--- config.mk ---
export PLATFORM = sky130hd
export DESIGN_NAME = psmc_engine
export DESIGN_NICKNAME = d
export VERILOG_FILES = /design/src/rtl/core/psmc_pkg.sv /design/src/rtl/core/psmc_engine.sv
export SDC_FILE = /design/constraint.sdc
export NUM_CORES = 1
export LEC_CHECK = 0
export BUFFER_PORTS_ARGS = -buffer_cell sky130_fd_sc_hd__clkbuf_2
export CORE_MARGIN = 1
export CORE_UTILIZATION = 63
export DETAILED_ROUTE_END_ITERATION = 8
export PLACE_DENSITY = 0.89
export SLEW_MARGIN = 15
export SYNTH_ARGS = -nofsm -noshare
export SYNTH_HDL_FRONTEND = slang
export SYNTH_SLANG_ARGS = --single-unit
--- constraint.sdc ---
create_clock -name aclk -period 9.66 [get_ports aclk]
set_input_delay 1.932 -clock aclk [delete_from_list [all_inputs] [get_ports aclk]]
set_output_delay 1.932 -clock aclk [all_outputs]
set_load 0.05 [all_outputs]
--- src/rtl/core/psmc_pkg.sv ---
// Shared types and constants for the pair sum membership counter.
package psmc_pkg;

    localparam int CAPACITY_DEF = 1024;
    localparam int VALUE_W      = 32;
    localparam int KIND_W       = 2;
    localparam int HIT_W        = 32;
    localparam int STATUS_W     = 2;

    typedef enum logic [KIND_W-1:0] {
        KIND_CLEAR  = 2'd0,
        KIND_LOAD   = 2'd1,
        KIND_QUERY  = 2'd2,
        KIND_UNUSED = 2'd3
    } kind_t;

    typedef enum logic [STATUS_W-1:0] {
        STATUS_DONE  = 2'd0,
        STATUS_FULL  = 2'd1,
        STATUS_CLEAR = 2'd2
    } status_t;

    typedef enum logic [3:0] {
        ST_IDLE,
        ST_INS_SRCH,
        ST_INS_CMP,
        ST_SHIFT_RD,
        ST_SHIFT_WR,
        ST_INS_WR,
        ST_Q_RD,
        ST_Q_KEY,
        ST_Q_SRCH,
        ST_Q_CMP,
        ST_FINISH
    } eng_state_t;

    typedef struct packed {
        logic             possible;
        logic [HIT_W-1:0] hit_total;
        status_t          status;
    } result_t;

endpackage

--- src/rtl/core/psmc_engine.sv ---
// Sequencer that inserts cards in sorted order and answers pair sum queries.
module psmc_engine
    import psmc_pkg::*;
#(
    parameter int CAPACITY = CAPACITY_DEF,
    parameter int ADDR_W   = $clog2(CAPACITY),
    parameter int CNT_W    = $clog2(CAPACITY + 1)
) (
    input  logic               aclk,
    input  logic               aresetn,
    input  logic               in_valid,
    output logic               in_ready,
    input  kind_t              in_kind,
    input  logic [VALUE_W-1:0] in_value,
    output logic               res_valid,
    input  logic               res_ready,
    output result_t            res,
    output logic               rd_en,
    output logic [ADDR_W-1:0]  rd_addr,
    input  logic [VALUE_W-1:0] rd_data,
    output logic               wr_en,
    output logic [ADDR_W-1:0]  wr_addr,
    output logic [VALUE_W-1:0] wr_data
);

    eng_state_t         state_reg, state_next;
    logic [VALUE_W-1:0] value_reg, value_next;
    logic [CNT_W-1:0]   lo_reg, lo_next;
    logic [CNT_W-1:0]   hi_reg, hi_next;
    logic [CNT_W-1:0]   j_reg, j_next;
    logic [CNT_W-1:0]   sp_reg, sp_next;
    logic [CNT_W-1:0]   count_reg, count_next;
    logic [HIT_W-1:0]   hit_reg, hit_next;
    logic [VALUE_W-1:0] key_reg, key_next;
    logic               found_reg, found_next;
    status_t            status_reg, status_next;

    logic [CNT_W-1:0]    mid;
    logic [CNT_W-1:0]    sp_dec;
    logic                search_open;
    logic                store_full;
    logic signed [32:0]  diff;
    logic                diff_in_range;
    logic                card_le_value;
    logic                card_lt_key;
    logic                card_eq_key;

    assign mid           = lo_reg + ((hi_reg - lo_reg) >> 1);
    assign sp_dec        = sp_reg - 1'b1;
    assign search_open   = lo_reg < hi_reg;
    assign store_full    = count_reg == CNT_W'(CAPACITY);
    assign diff          = $signed({value_reg[VALUE_W-1], value_reg})
                         - $signed({rd_data[VALUE_W-1], rd_data});
    assign diff_in_range = diff[32] == diff[31];
    assign card_le_value = $signed(rd_data) <= $signed(value_reg);
    assign card_lt_key   = $signed(rd_data) < $signed(key_reg);
    assign card_eq_key   = rd_data == key_reg;

    always_comb begin
        state_next = state_reg;
        case (state_reg)
            ST_IDLE: begin
                if (in_valid) begin
                    case (in_kind)
                        KIND_LOAD:  state_next = store_full ? ST_FINISH : ST_INS_SRCH;
                        KIND_QUERY: state_next = ST_Q_RD;
                        default:    state_next = ST_FINISH;
                    endcase
                end
            end
            ST_INS_SRCH: state_next = search_open ? ST_INS_CMP : ST_SHIFT_RD;
            ST_INS_CMP:  state_next = ST_INS_SRCH;
            ST_SHIFT_RD: state_next = (sp_reg > lo_reg) ? ST_SHIFT_WR : ST_INS_WR;
            ST_SHIFT_WR: state_next = ST_SHIFT_RD;
            ST_INS_WR:   state_next = ST_FINISH;
            ST_Q_RD:     state_next = (j_reg < count_reg) ? ST_Q_KEY : ST_FINISH;
            ST_Q_KEY:    state_next = diff_in_range ? ST_Q_SRCH : ST_Q_RD;
            ST_Q_SRCH:   state_next = search_open ? ST_Q_CMP : ST_Q_RD;
            ST_Q_CMP:    state_next = card_eq_key ? ST_FINISH : ST_Q_SRCH;
            ST_FINISH:   state_next = res_ready ? ST_IDLE : ST_FINISH;
            default:     state_next = ST_IDLE;
        endcase
    end

    always_comb begin
        in_ready      = state_reg == ST_IDLE;
        res_valid     = state_reg == ST_FINISH;
        res.possible  = found_reg;
        res.hit_total = hit_reg;
        res.status    = status_reg;
        rd_en         = 1'b0;
        rd_addr       = mid[ADDR_W-1:0];
        wr_en         = 1'b0;
        wr_addr       = sp_reg[ADDR_W-1:0];
        wr_data       = rd_data;
        case (state_reg)
            ST_INS_SRCH: rd_en = search_open;
            ST_Q_SRCH:   rd_en = search_open;
            ST_SHIFT_RD: begin
                rd_en   = sp_reg > lo_reg;
                rd_addr = sp_dec[ADDR_W-1:0];
            end
            ST_SHIFT_WR: wr_en = 1'b1;
            ST_INS_WR: begin
                wr_en   = 1'b1;
                wr_addr = lo_reg[ADDR_W-1:0];
                wr_data = value_reg;
            end
            ST_Q_RD: begin
                rd_en   = j_reg < count_reg;
                rd_addr = j_reg[ADDR_W-1:0];
            end
            default: begin
            end
        endcase
    end

    always_comb begin
        value_next  = value_reg;
        lo_next     = lo_reg;
        hi_next     = hi_reg;
        j_next      = j_reg;
        sp_next     = sp_reg;
        count_next  = count_reg;
        hit_next    = hit_reg;
        key_next    = key_reg;
        found_next  = found_reg;
        status_next = status_reg;
        case (state_reg)
            ST_IDLE: begin
                if (in_valid) begin
                    value_next  = in_value;
                    lo_next     = '0;
                    hi_next     = count_reg;
                    j_next      = '0;
                    found_next  = 1'b0;
                    status_next = STATUS_DONE;
                    case (in_kind)
                        KIND_CLEAR: begin
                            count_next  = '0;
                            hit_next    = '0;
                            status_next = STATUS_CLEAR;
                        end
                        KIND_LOAD: begin
                            if (store_full) begin
                                status_next = STATUS_FULL;
                            end
                        end
                        default: begin
                        end
                    endcase
                end
            end
            ST_INS_SRCH: begin
                if (!search_open) begin
                    sp_next = count_reg;
                end
            end
            ST_INS_CMP: begin
                if (card_le_value) begin
                    lo_next = mid + 1'b1;
                end else begin
                    hi_next = mid;
                end
            end
            ST_SHIFT_WR: sp_next = sp_dec;
            ST_INS_WR:   count_next = count_reg + 1'b1;
            ST_Q_KEY: begin
                if (diff_in_range) begin
                    key_next = diff[VALUE_W-1:0];
                    lo_next  = '0;
                    hi_next  = count_reg;
                end else begin
                    j_next = j_reg + 1'b1;
                end
            end
            ST_Q_SRCH: begin
                if (!search_open) begin
                    j_next = j_reg + 1'b1;
                end
            end
            ST_Q_CMP: begin
                if (card_eq_key) begin
                    found_next = 1'b1;
                    if (hit_reg != '1) begin
                        hit_next = hit_reg + 1'b1;
                    end
                end else if (card_lt_key) begin
                    lo_next = mid + 1'b1;
                end else begin
                    hi_next = mid;
                end
            end
            default: begin
            end
        endcase
    end

    always_ff @(posedge aclk) begin
        if (!aresetn) begin
            state_reg <= ST_IDLE;
            count_reg <= '0;
            hit_reg   <= '0;
        end else begin
            state_reg <= state_next;
            count_reg <= count_next;
            hit_reg   <= hit_next;
        end
    end

    always_ff @(posedge aclk) begin
        value_reg  <= value_next;
        lo_reg     <= lo_next;
        hi_reg     <= hi_next;
        j_reg      <= j_next;
        sp_reg     <= sp_next;
        key_reg    <= key_next;
        found_reg  <= found_next;
        status_reg <= status_next;
    end

endmodule
Word level (Yosys, flattened, before mapping). Index checks and enable logic that the tools add are counted.

Bits in registers: 158. Word-level logic and storage cells: 117.

Add/sub/neg operators: 8. Magnitude comparators: 5. Equal/unequal tests: 29. Multiplexer cells: 46. Reduce and logical (&&, ||, !) cells: 18.

Operators by type and width (number): $mux W11 (15); $mux W32 (5); $pmux W11 S4 (2); $pmux W32 S2 (1); $pmux W11 S2 (2); $pmux W4 S11 (1); $add A11 B1 Y11 const B (3); $pmux W11 S3 (1); $sub A32 B32 Y33 (1); $add A32 B1 Y32 const B (1); $eq A32 B32 Y1 (1); $le A32 B32 Y1 (1); $lt A32 B32 Y1 (1); $ne A32 B32 Y1 const B (1); $mux W4 (6); $ne A2 B2 Y1 const B (12); $lt A11 B11 Y1 (2); $pmux W10 S2 (1); $eq A4 B3 Y1 const B (4); $eq A4 B4 Y1 const B (3); $reduce_and A6 Y1 (2); $add A11 B10 Y11 (1); $eq A11 B11 Y1 const B (1); $gt A11 B11 Y1 (1); 25 further kinds (37).

Depth between registers and ports, before layout. Gate-level depths: netlist (run 1).

Depth in word-level cells: 6. Gate-level depth with buffers: 19.

Least setup slack after synthesis (run 1). No wires, ideal clock.

Path kind: register to output. Start point: register lo_reg[0]. End point: output rd_addr[9]. Arrival: 3.743 ns. Data required time: 7.728 ns. Slack: 3.985 ns. Stages on the path, launching flop included: 16. Path buffers: 0. Path through: edfxtp_1 -> ha_1 -> fa_1 -> nor2b_1 -> o21ai_0 -> a21boi_0 -> o21ai_0 -> a21boi_0 -> nor2_1 -> ha_1 -> nor3_1 -> nor2_1 -> a31o_2 -> a21oi_1 -> xor2_1 -> o221ai_1.

Longest elaborated chain between the ends: 3.

Ends and longest elaborated chain: from (decl) (RTL line psmc_engine.sv:28) `logic [CNT_W-1:0] lo_reg, lo_next;`; from (signal assigned) (RTL line psmc_engine.sv:213) `lo_reg <= lo_next;`; $sub A11 B11 Y11 (RTL line psmc_engine.sv:48) `assign mid = lo_reg + ((hi_reg - lo_reg) >> 1);`; $add A11 B10 Y11 * (RTL line psmc_engine.sv:48); $pmux W10 S2 * (RTL line psmc_engine.sv:96) `case (state_reg)`; to (decl) (RTL line psmc_engine.sv:19) `output logic [ADDR_W-1:0] rd_addr,`.

Every way passes the cells marked *; elsewhere a longest branch is shown, timed or not.

Worst setup path after layout (run 1). Same ends and word-level chain as after synthesis.

==> reports/results.ini, run 1 <==
[logic_synthesis]
ys_types = 72
synth.yosys.seq_area_share_pct = 37.80
synth_edf_count = 111
cell_taking_the_most_area_after_synthesis = edfxtp_1
post_synth_inst_count = 1269
synth_async_sr_flop_share_pct = 0
synth.avg_cell_area_um2 = 8.911
mappedNetlistArea_um2 = 11310
synth-warning-count = 0
postSynthRegisterBits = 158
synth_area_leaders = edfxtp_1 (29%), ha_1 (13%), dfxtp_1 (8.3%)
yosys.area.top_type_share_pct = 29.48
ys_flop_type = edfxtp_1
mappedNetlistNets = 1459

[placement]
gpl_congestion = 0.9326
port-buffer-count = 160
hpwl_um = 21240
numPlacedInstances = 1620

[global_route]
antenna_found_initial = 1
maximum_number_of_pins_on_one_net_before_global_route_repair = 45
grt_pass1_wl_um = 45950
grt_use_total_pct = 31.67
grt.overflow.total = 0
grt_pass1_vias = 9532

[finish]
top_library_cells_by_usage_in_the_layout_fill_and_taps_aside = clkbuf_2 (160), nand2_1 (128), nor2_1 (121)
final_nets = 1604
sequential_cell_area_in_the_final_layout_um2 = 4274
post_route_cells_drive_above_1_share_pct = 16.19
n_antenna_cell = 0
final.fill_count = 1281
layout_area_growth_over_synthesis_pct = 13.65
layout_commonest_cell = clkbuf_2
post_layout_nonfiller_instances = 1652
multi_input_area_um2 = 6467

[clock_tree]
cts_hold_buf = 0
htree_num_levels = 4
post-cts-setup-buffer-count = 0
clock_tree.buffer_depth = 2
clk_tree_root_cell = clkbuf_16
post_cts.resized_instances = 0
clock_latency_ns = 0.44
cts_tree = done
numClockSinks = 158
cts_buffers = 17
clkSlewWorstSetupHoldPaths_ns = 0.07

[floorplanning]
floorplan.core_area_um2 = 17420
num_rows = 48
chipWidth_um = 136.0
die_area_um2 = 18490
initial_core_utilization_pct = 64.93
die_y_um = 136.0
io_pins = 161

[sta]
hold_viol = 0
finalMaxSlewViolations = 0
setup-tns-final_ns = 0
max_freq_mhz = 157.0
timing_worst_slew_pin_value_ns = 0.9283
grt_setup_unrepaired = false
finClkSkew_ns = 0.009451
min_period_ns = 6.369
worst_slew_margin_rel_pct = 38.11
timing.final.setup_violations = 0
final_critical_path_share_of_the_clock_period_pct = 65.93

[worst_setup_path]
worst-endpoint-required_ns = 7.73
reg2regPathDepth = 15
r2r_start = lo_reg[0]$_SDFFCE_PP0P_
r2r_setup_slack_ns = 5.43
timing.critical_path.to_type = output port
critical_path.max_fanout = 4
timing.setup.critical_path_class = register to output port
startpoint = lo_reg[0]$_SDFFCE_PP0P_
critical_path_arrival_ns = 4.44
critPathCapture = rd_addr[9]
start_kind = register
regToRegEndpoint = lo_reg[10]$_SDFFCE_PP0P_

[drt]
wirelength_um = 28150
detail-route-antenna-nets = 0
detailroute.via_count = 9947
detail_route.vias_per_cell = 6.021
drt_iter0_drc = 817
route.detailed.wl_per_inst_um = 17.04
drt_drc_violations_left = 0
firstDrtPassIters = 7

[hold_path]
worstHoldPathType = register to register

[run]
max_cap_viols = 0

[status]
run_status = finished, final reports clean

worst max-delay path, cell delays in order, from the launching register on:
cell and delay, ns:
edfxtp_1 0.46, ha_1 0.27, fa_1 0.42, nor2b_1 0.11
o21ai_0 0.10, a21boi_0 0.24, o21ai_0 0.14, a21boi_0 0.26
nor2_1 0.08, ha_1 0.34, nor3_1 0.17, nor2_1 0.09
a31o_2 0.25, a21oi_1 0.18, xor2_1 0.42, o221ai_1 0.21
clkbuf_2 0.27
how the worst min path moves through the flow:
| stage | from | end | slack [ns] | cells past startpoint |
|---|---|---|---|---|
| after floorplan | count_reg[10]$_SDFFE_PN0P_ | count_reg[10]$_SDFFE_PN0P_ | 0.48 | 2 |
| after global placement | hit_reg[24]$_SDFFE_PN0P_ | hit_reg[24]$_SDFFE_PN0P_ | 0.50 | 2 |
| after detailed placement | hit_reg[20]$_SDFFE_PN0P_ | hit_reg[20]$_SDFFE_PN0P_ | 0.51 | 2 |
| after CTS | hit_reg[20]$_SDFFE_PN0P_ | hit_reg[20]$_SDFFE_PN0P_ | 0.52 | 2 |
| after global routing | hit_reg[28]$_SDFFE_PN0P_ | hit_reg[28]$_SDFFE_PN0P_ | 0.58 | 2 |
| final | hit_reg[20]$_SDFFE_PN0P_ | hit_reg[20]$_SDFFE_PN0P_ | 0.52 | 2 |
cells in the mapped netlist (3+ instances only):
master and number:
nand2_1 128, nor2_1 122, ha_1 117, inv_1 114, edfxtp_1 111, o21ai_0 102
a21oi_1 69, xnor2_1 54, xor2_1 54, dfxtp_1 47, nand3_1 46, clkbuf_1 32
nand4_1 26, nor3_1 25, a21o_1 22, nand2b_1 15, nor2b_1 14, and2_1 10
and4_1 10, nor4_1 9, or2_2 9, and3_1 8, o21bai_1 8, o221ai_1 8
a211oi_1 7, o21a_1 7, o31a_1 7, a31o_2 6, a31oi_1 6, or3_1 6
buf_2 4, nand3b_1 4, a211o_1 3, a21boi_0 3, a221o_1 3, buf_1 3
fa_1 3, or4_1 3
cells by family (layout without fill, tap and decap cells):
family          after synthesis  in the layout  synth area share [%]
simple gates                443            443                 18.72
xor+xnor                    108            108                 8.365
fa+ha+maj                   120            120                 13.48
compound gates              281            281                 15.98
buf+inv                     154            312                 5.189
flops                       158            158                 37.80
mux                           5              5                0.4758
routing by layer:
layer	global-route usage [%]	wire, um
met1	41.83	12340
met2	51.98	13170
met3	6.040	1982
met4	10.80	645
met5	0	15
metrics by stage:
step | setup WS (ns) | area, um2 | util, % | hold WS, ns
finish | 3.291 | 12850 | 73.79 | 0.5182
detailed placement | 3.799 | 12290 | 70.57 | 0.5062
floorplan | 3.985 | 11310 | - | 0.4843
global placement | 3.941 | 12290 | 70.57 | 0.4961
global route | 2.946 | 12850 | 73.79 | 0.5789
CTS | 3.329 | 12850 | 73.76 | 0.5166
area by class of cell:
| type | instances | share of cell area (%) |
|---|---|---|
| Multi-Input combinational cell | 957 | 50.32 |
| Sequential cell | 158 | 33.26 |
| Timing Repair Buffer | 166 | 6.581 |
| Inverter | 114 | 3.329 |
| Clock buffer | 17 | 3.310 |
| Tap cell | 225 | 2.190 |
| Clock inverter | 15 | 1.012 |
Power of run 1 is left out: the tool's default activity adds up to more than one toggle a clock period on the data nets, which glitch-free logic cannot reach.
==> run 2: changes to the inputs <==
Settings changed: CORE_UTILIZATION 63 to 53, PLACE_DENSITY 0.89 to 0.8.
Clock period 9.66 ns to 5.5 ns, I/O delays scaled along.
==> reports/results.ini, run 2 (synthesized netlist as in run 1, its figures left out) <==
[finish]
multi_input_area_um2 = 6486  ; +0.29%
post_layout_nonfiller_instances = 1708  ; +3.4%
layout_commonest_cell = clkbuf_2
post_route_cells_drive_above_1_share_pct = 16.61  ; +0.42 points
n_antenna_cell = 0  ; unchanged
layout_area_growth_over_synthesis_pct = 15.37
top_library_cells_by_usage_in_the_layout_fill_and_taps_aside = clkbuf_2 (158), nand2_1 (128), nor2_1 (121)
postLayoutCellArea_um2 = 13050  ; +1.5%
sequential_cell_area_in_the_final_layout_um2 = 4274  ; unchanged
final_nets = 1610  ; +0.37%
final.fill_count = 1803  ; +41%

[worst_setup_path]
r2r_setup_slack_ns = 1.34  ; -4.09 ns
start_kind = register
timing.critical_path.to_type = output port
critical_path.max_fanout = 5  ; +1
regToRegEndpoint = lo_reg[10]$_SDFFCE_PP0P_
critPathCapture = rd_addr[8]
worst-endpoint-required_ns = 4.40  ; -3.33 ns
r2r_start = lo_reg[0]$_SDFFCE_PP0P_
startpoint = lo_reg[0]$_SDFFCE_PP0P_
reg2regPathDepth = 18  ; +3
critical_path_arrival_ns = 4.10  ; -0.34 ns
timing.setup.critical_path_class = register to output port

[floorplanning]
die_area_um2 = 21920  ; +19%
die_y_um = 148.1  ; +8.9%
initial_core_utilization_pct = 53.96  ; -11 points
floorplan.core_area_um2 = 20960  ; +20%
io_pins = 161  ; unchanged
num_rows = 53  ; +10%
chipWidth_um = 148.1  ; +8.9%

[drt]
drt_iter0_drc = 619  ; -24%
detail-route-antenna-nets = 0  ; unchanged
firstDrtPassIters = 7  ; unchanged
wirelength_um = 28330  ; +0.61%
detail_route.vias_per_cell = 5.765  ; -4.3%
detailroute.via_count = 9846  ; -1.0%
drt_drc_violations_left = 2  ; +2
route.detailed.wl_per_inst_um = 16.58  ; -2.7%

[clock_tree]
cts_buffers = 17  ; unchanged
clkSlewWorstSetupHoldPaths_ns = 0.08  ; about the same
cts_tree = done
clk_tree_root_cell = clkbuf_16
cts_hold_buf = 0  ; unchanged
numClockSinks = 158  ; unchanged
htree_num_levels = 4  ; unchanged
clock_latency_ns = 0.44  ; about the same
clock_tree.buffer_depth = 2  ; unchanged

[sta]
final_critical_path_share_of_the_clock_period_pct = 94.48
timing_worst_slew_pin_value_ns = 1.168  ; +0.2397 ns
timing.final.setup_violations = 0  ; unchanged
min_period_ns = 5.197
setup-tns-final_ns = 0  ; unchanged
finClkSkew_ns = 0.01713  ; +0.007683 ns
grt_setup_unrepaired = false
worst_slew_margin_rel_pct = 22.13  ; -16 points
max_freq_mhz = 192.4
hold_viol = 0  ; unchanged
min_hold_slack_ns = 0.5165  ; -0.001661 ns
finalMaxSlewViolations = 0  ; unchanged

[placement]
port-buffer-count = 160  ; unchanged
place_area_um2 = 12380  ; +0.75%
gpl_congestion = 0.8826  ; -5.4%
numPlacedInstances = 1674  ; +3.3%
hpwl_um = 21630  ; +1.8%

[global_route]
grt.overflow.total = 0  ; unchanged
grt_pass1_wl_um = 45760  ; -0.42%
grt_pass1_vias = 9290  ; -2.5%
maximum_number_of_pins_on_one_net_before_global_route_repair = 42  ; -6.7%
grt_use_total_pct = 26.28  ; -5.4 points
antenna_found_initial = 0  ; -1

[status]
run_status = finished with violations
violations = DRC

[hold_path]
worstHoldPathType = register to register

[run]
max_cap_viols = 0  ; unchanged

[run 2: cell types whose count changed in the layout (fill, tap and decap cells not counted), sizes merged]
| cell | before | now |
|---|---|---|
| buf | 6 | 13 |
| clkinv | 7 | 8 |
| inv | 122 | 120 |
| clkbuf | 177 | 176 |
| clkinvlp | 0 | 1 |
[run 2: how the worst min path moves through the flow]
stage          slack (ns)                    endpoint                       start  cells after the start
2_1_floorplan        0.48  count_reg[10]$_SDFFE_PN0P_  count_reg[10]$_SDFFE_PN0P_                      2
3_3_place_gp         0.50    hit_reg[24]$_SDFFE_PN0P_    hit_reg[24]$_SDFFE_PN0P_                      2
3_5_place_dp         0.51    hit_reg[20]$_SDFFE_PN0P_    hit_reg[20]$_SDFFE_PN0P_                      2
4_1_cts              0.52    hit_reg[20]$_SDFFE_PN0P_    hit_reg[20]$_SDFFE_PN0P_                      2
5_1_grt              0.54    hit_reg[20]$_SDFFE_PN0P_    hit_reg[20]$_SDFFE_PN0P_                      2
6_report             0.52    hit_reg[20]$_SDFFE_PN0P_    hit_reg[20]$_SDFFE_PN0P_                      2
[run 2: layer usage]
layer | up-vias | track usage [%] | share of wire [%] | routed length (um)
li1 | 4824 | - | - | -
met1 | 4615 | 34.97 | 44 | 12580
met2 | 362 | 42.72 | 46 | 13080
met3 | 45 | 5.368 | 7.2 | 2033
met4 | 0 | 8.557 | 2.2 | 628
met5 | - | 0 | 0 | 0
[run 2: metrics by stage]
step                worst slack [ns]  utilization, %
floorplan                     0.6571               -
global placement              0.5919           59.09
detailed placement            0.4613           59.09
CTS                           0.1139           62.09
global route                 0.01733           62.26
finish                        0.3033           62.26
[run 2: cell type report]
cell class,count,area share (%)
sequential,158,32.76
clock buffer,17,3.261
clock inverter,15,1.496
multi-input combinational,957,49.72
timing repair buffer,172,6.848
tap,275,2.637
inverter,114,3.280
[run 2: what timing repair did]
action | 4_1_cts | 5_1_grt
gates resized for setup | 1 | 5
buffers inserted | 0 | 2
pin swaps | 0 | 0
endpoints found under the setup margin | 1 | 2
[run 2: worst max-delay path, cell delays in order, from the launching register on]
cell      delay (ns)
edfxtp_1        0.42
ha_1            0.25
fa_1            0.41
nor2b_1         0.12
o21ai_0         0.11
a21boi_1        0.19
o21ai_0         0.13
a21boi_0        0.23
o21ai_0         0.10
nand2_1         0.13
xor2_1          0.18
ha_1            0.29
or2_2           0.31
nand2_1         0.15
xor2_4          0.25
o221ai_1        0.16
buf_2           0.23
Power of run 2 is left out for the same reason.
==> run 3: changes to the inputs <==
--- a/config.mk
+++ b/config.mk
@@ -10,4 +10,6 @@
 export CORE_UTILIZATION = 53
+export CTS_BUF_LIST = sky130_fd_sc_hd__clkbuf_16
 export DETAILED_ROUTE_END_ITERATION = 8
 export PLACE_DENSITY = 0.8
+export RECOVER_POWER = 100
 export SLEW_MARGIN = 15
==> constraint.sdc (replaced) <==
create_clock -name aclk -period 5.5 [get_ports aclk]
set_input_delay 0.55 -clock aclk [delete_from_list [all_inputs] [get_ports aclk]]
set_output_delay 0.55 -clock aclk [all_outputs]
set_load 0.05 [all_outputs]
==> reports/results.ini, run 3 (synthesized netlist as in run 1, its figures left out) <==
[status]
run_status = finished with violations
violations = capacitance limit, slew limit

[finish]
layout_commonest_cell = nand2_1
final.fill_count = 1849  ; +2.6%
final_nets = 1604  ; -0.37%
top_library_cells_by_usage_in_the_layout_fill_and_taps_aside = nand2_1 (128), nor2_1 (122), ha_1 (117)
post_route_cells_drive_above_1_share_pct = 9.811  ; -6.8 points
n_antenna_cell = 0  ; unchanged
layout_area_growth_over_synthesis_pct = 12.92

[clock_tree]
post_cts.resized_instances = 0  ; -1
post-cts-setup-buffer-count = 0  ; unchanged
numClockSinks = 158  ; unchanged
cts_buffers = 17  ; unchanged
clk_tree_root_cell = clkbuf_16
cts_hold_buf = 0  ; unchanged
cts_tree = done
clock_tree.buffer_depth = 2  ; unchanged
htree_num_levels = 4  ; unchanged
clkSlewWorstSetupHoldPaths_ns = 0.08  ; about the same
clock_latency_ns = 0.45  ; about the same

[placement]
port-buffer-count = 160  ; unchanged
hpwl_um = 21830  ; +0.95%
gpl_congestion = 0.9221  ; +4.5%

[sta]
grt_setup_unrepaired = false
min_period_ns = 5.055  ; -0.1418 ns
max_freq_mhz = 197.8  ; +2.8%
timing_worst_slew_pin_value_ns = 2.410  ; +1.242 ns
finalMaxSlewViolations = 103  ; +103
finClkSkew_ns = 0.01601  ; -0.001124 ns
setup-tns-final_ns = 0  ; unchanged
timing.final.setup_violations = 0  ; unchanged
hold_viol = 0  ; unchanged
worst_slew_margin_rel_pct = -61.23  ; -83 points
final_critical_path_share_of_the_clock_period_pct = 91.91  ; -2.6 points

[floorplanning]
io_pins = 161  ; unchanged
num_rows = 53  ; unchanged
die_area_um2 = 21920  ; unchanged
chipWidth_um = 148.1  ; unchanged
floorplan.core_area_um2 = 20960  ; unchanged
die_y_um = 148.1  ; unchanged
initial_core_utilization_pct = 53.96  ; unchanged

[global_route]
grt.overflow.total = 0  ; unchanged
maximum_number_of_pins_on_one_net_before_global_route_repair = 42  ; unchanged
antenna_found_initial = 1  ; +1
grt_use_total_pct = 26.45  ; +0.17 points
grt_pass1_wl_um = 45970  ; +0.45%
grt_pass1_vias = 9354  ; +0.69%

[drt]
drt_drc_violations_left = 0  ; -2
wirelength_um = 28500  ; +0.62%
route.detailed.wl_per_inst_um = 16.75  ; +0.97%
detailroute.via_count = 9744  ; -1.0%
detail-route-antenna-nets = 0  ; unchanged
drt_iter0_drc = 724  ; +17%
firstDrtPassIters = 5  ; -2
detail_route.vias_per_cell = 5.725  ; -0.69%

[worst_setup_path]
cp_slowest_cell = nor2_1
critical_path_arrival_ns = 4.50  ; +0.40 ns
worst-endpoint-required_ns = 4.95  ; +0.55 ns
crit_chain = nand2b_1, nor2_1, clkbuf_2, nand2_1, o21ai_0, clkbuf_1
reg2regPathDepth = 15  ; -3
timing.setup.critical_path_class = register to output port
start_kind = register
critical_path.top_delay_family = simple AND/OR/NAND/NOR gates
wp_depth = 6  ; -10
cp_slowest_stage_delay_ns = 1.80  ; +1.38 ns
timing.critical_path.to_type = output port
critical_path.max_fanout = 37  ; +32
crit_buf_inv = 2  ; +1
r2r_setup_slack_ns = 1.15  ; -0.19 ns

[run]
max_cap_viols = 3  ; +3

[hold_path]
hold_path_depth = 1  ; -1
worstHoldPathType = primary input to register

## run 3: path summary, 6_finish.rpt
path,start,to
worst max-delay path,state_reg[0]$_SDFFE_PN0P_,wr_data[18]
worst max register to register,lo_reg[0]$_SDFFCE_PP0P_,lo_reg[10]$_SDFFCE_PP0P_
worst min register to register,hit_reg[24]$_SDFFE_PN0P_,hit_reg[24]$_SDFFE_PN0P_
worst min-delay path,in_value[20],value_reg[20]$_DFFE_PP_
## run 3: metal layers
layer / track usage, % / part of all wire (%)
met1: 34.89 / 44
met2: 42.54 / 45
met3: 5.583 / 7.6
met4: 10.10 / 2.8
met5: 0 / 0
## run 3: cell type report
| cell class | instances | area, um2 | share of cell area (%) |
|---|---|---|---|
| Multi-Input combinational cell | 957 | 6375 | 49.92 |
| Sequential cell | 158 | 4274 | 33.47 |
| Timing Repair Buffer | 166 | 733.2 | 5.742 |
| Inverter | 114 | 427.9 | 3.351 |
| Clock buffer | 17 | 425.4 | 3.331 |
| Tap cell | 275 | 344.1 | 2.695 |
| Clock inverter | 15 | 190.2 | 1.489 |
## run 3: per-stage QoR
stage          util [%]  area (um2)  worst slack, ns  instances  hold WS [ns]
6_report          60.94       12770           0.4451       1702        0.2708
2_1_floorplan         -       11310            1.207       1269        0.4843
3_5_place_dp      58.95       12350           0.9546       1670        0.5095
5_1_grt           60.94       12770          0.04583       1702        0.2634
4_1_cts           61.89       12970           0.4452       1702        0.2534
3_3_place_gp      58.95       12350            1.134       1670        0.4975
Power of run 3 is left out for the same reason.
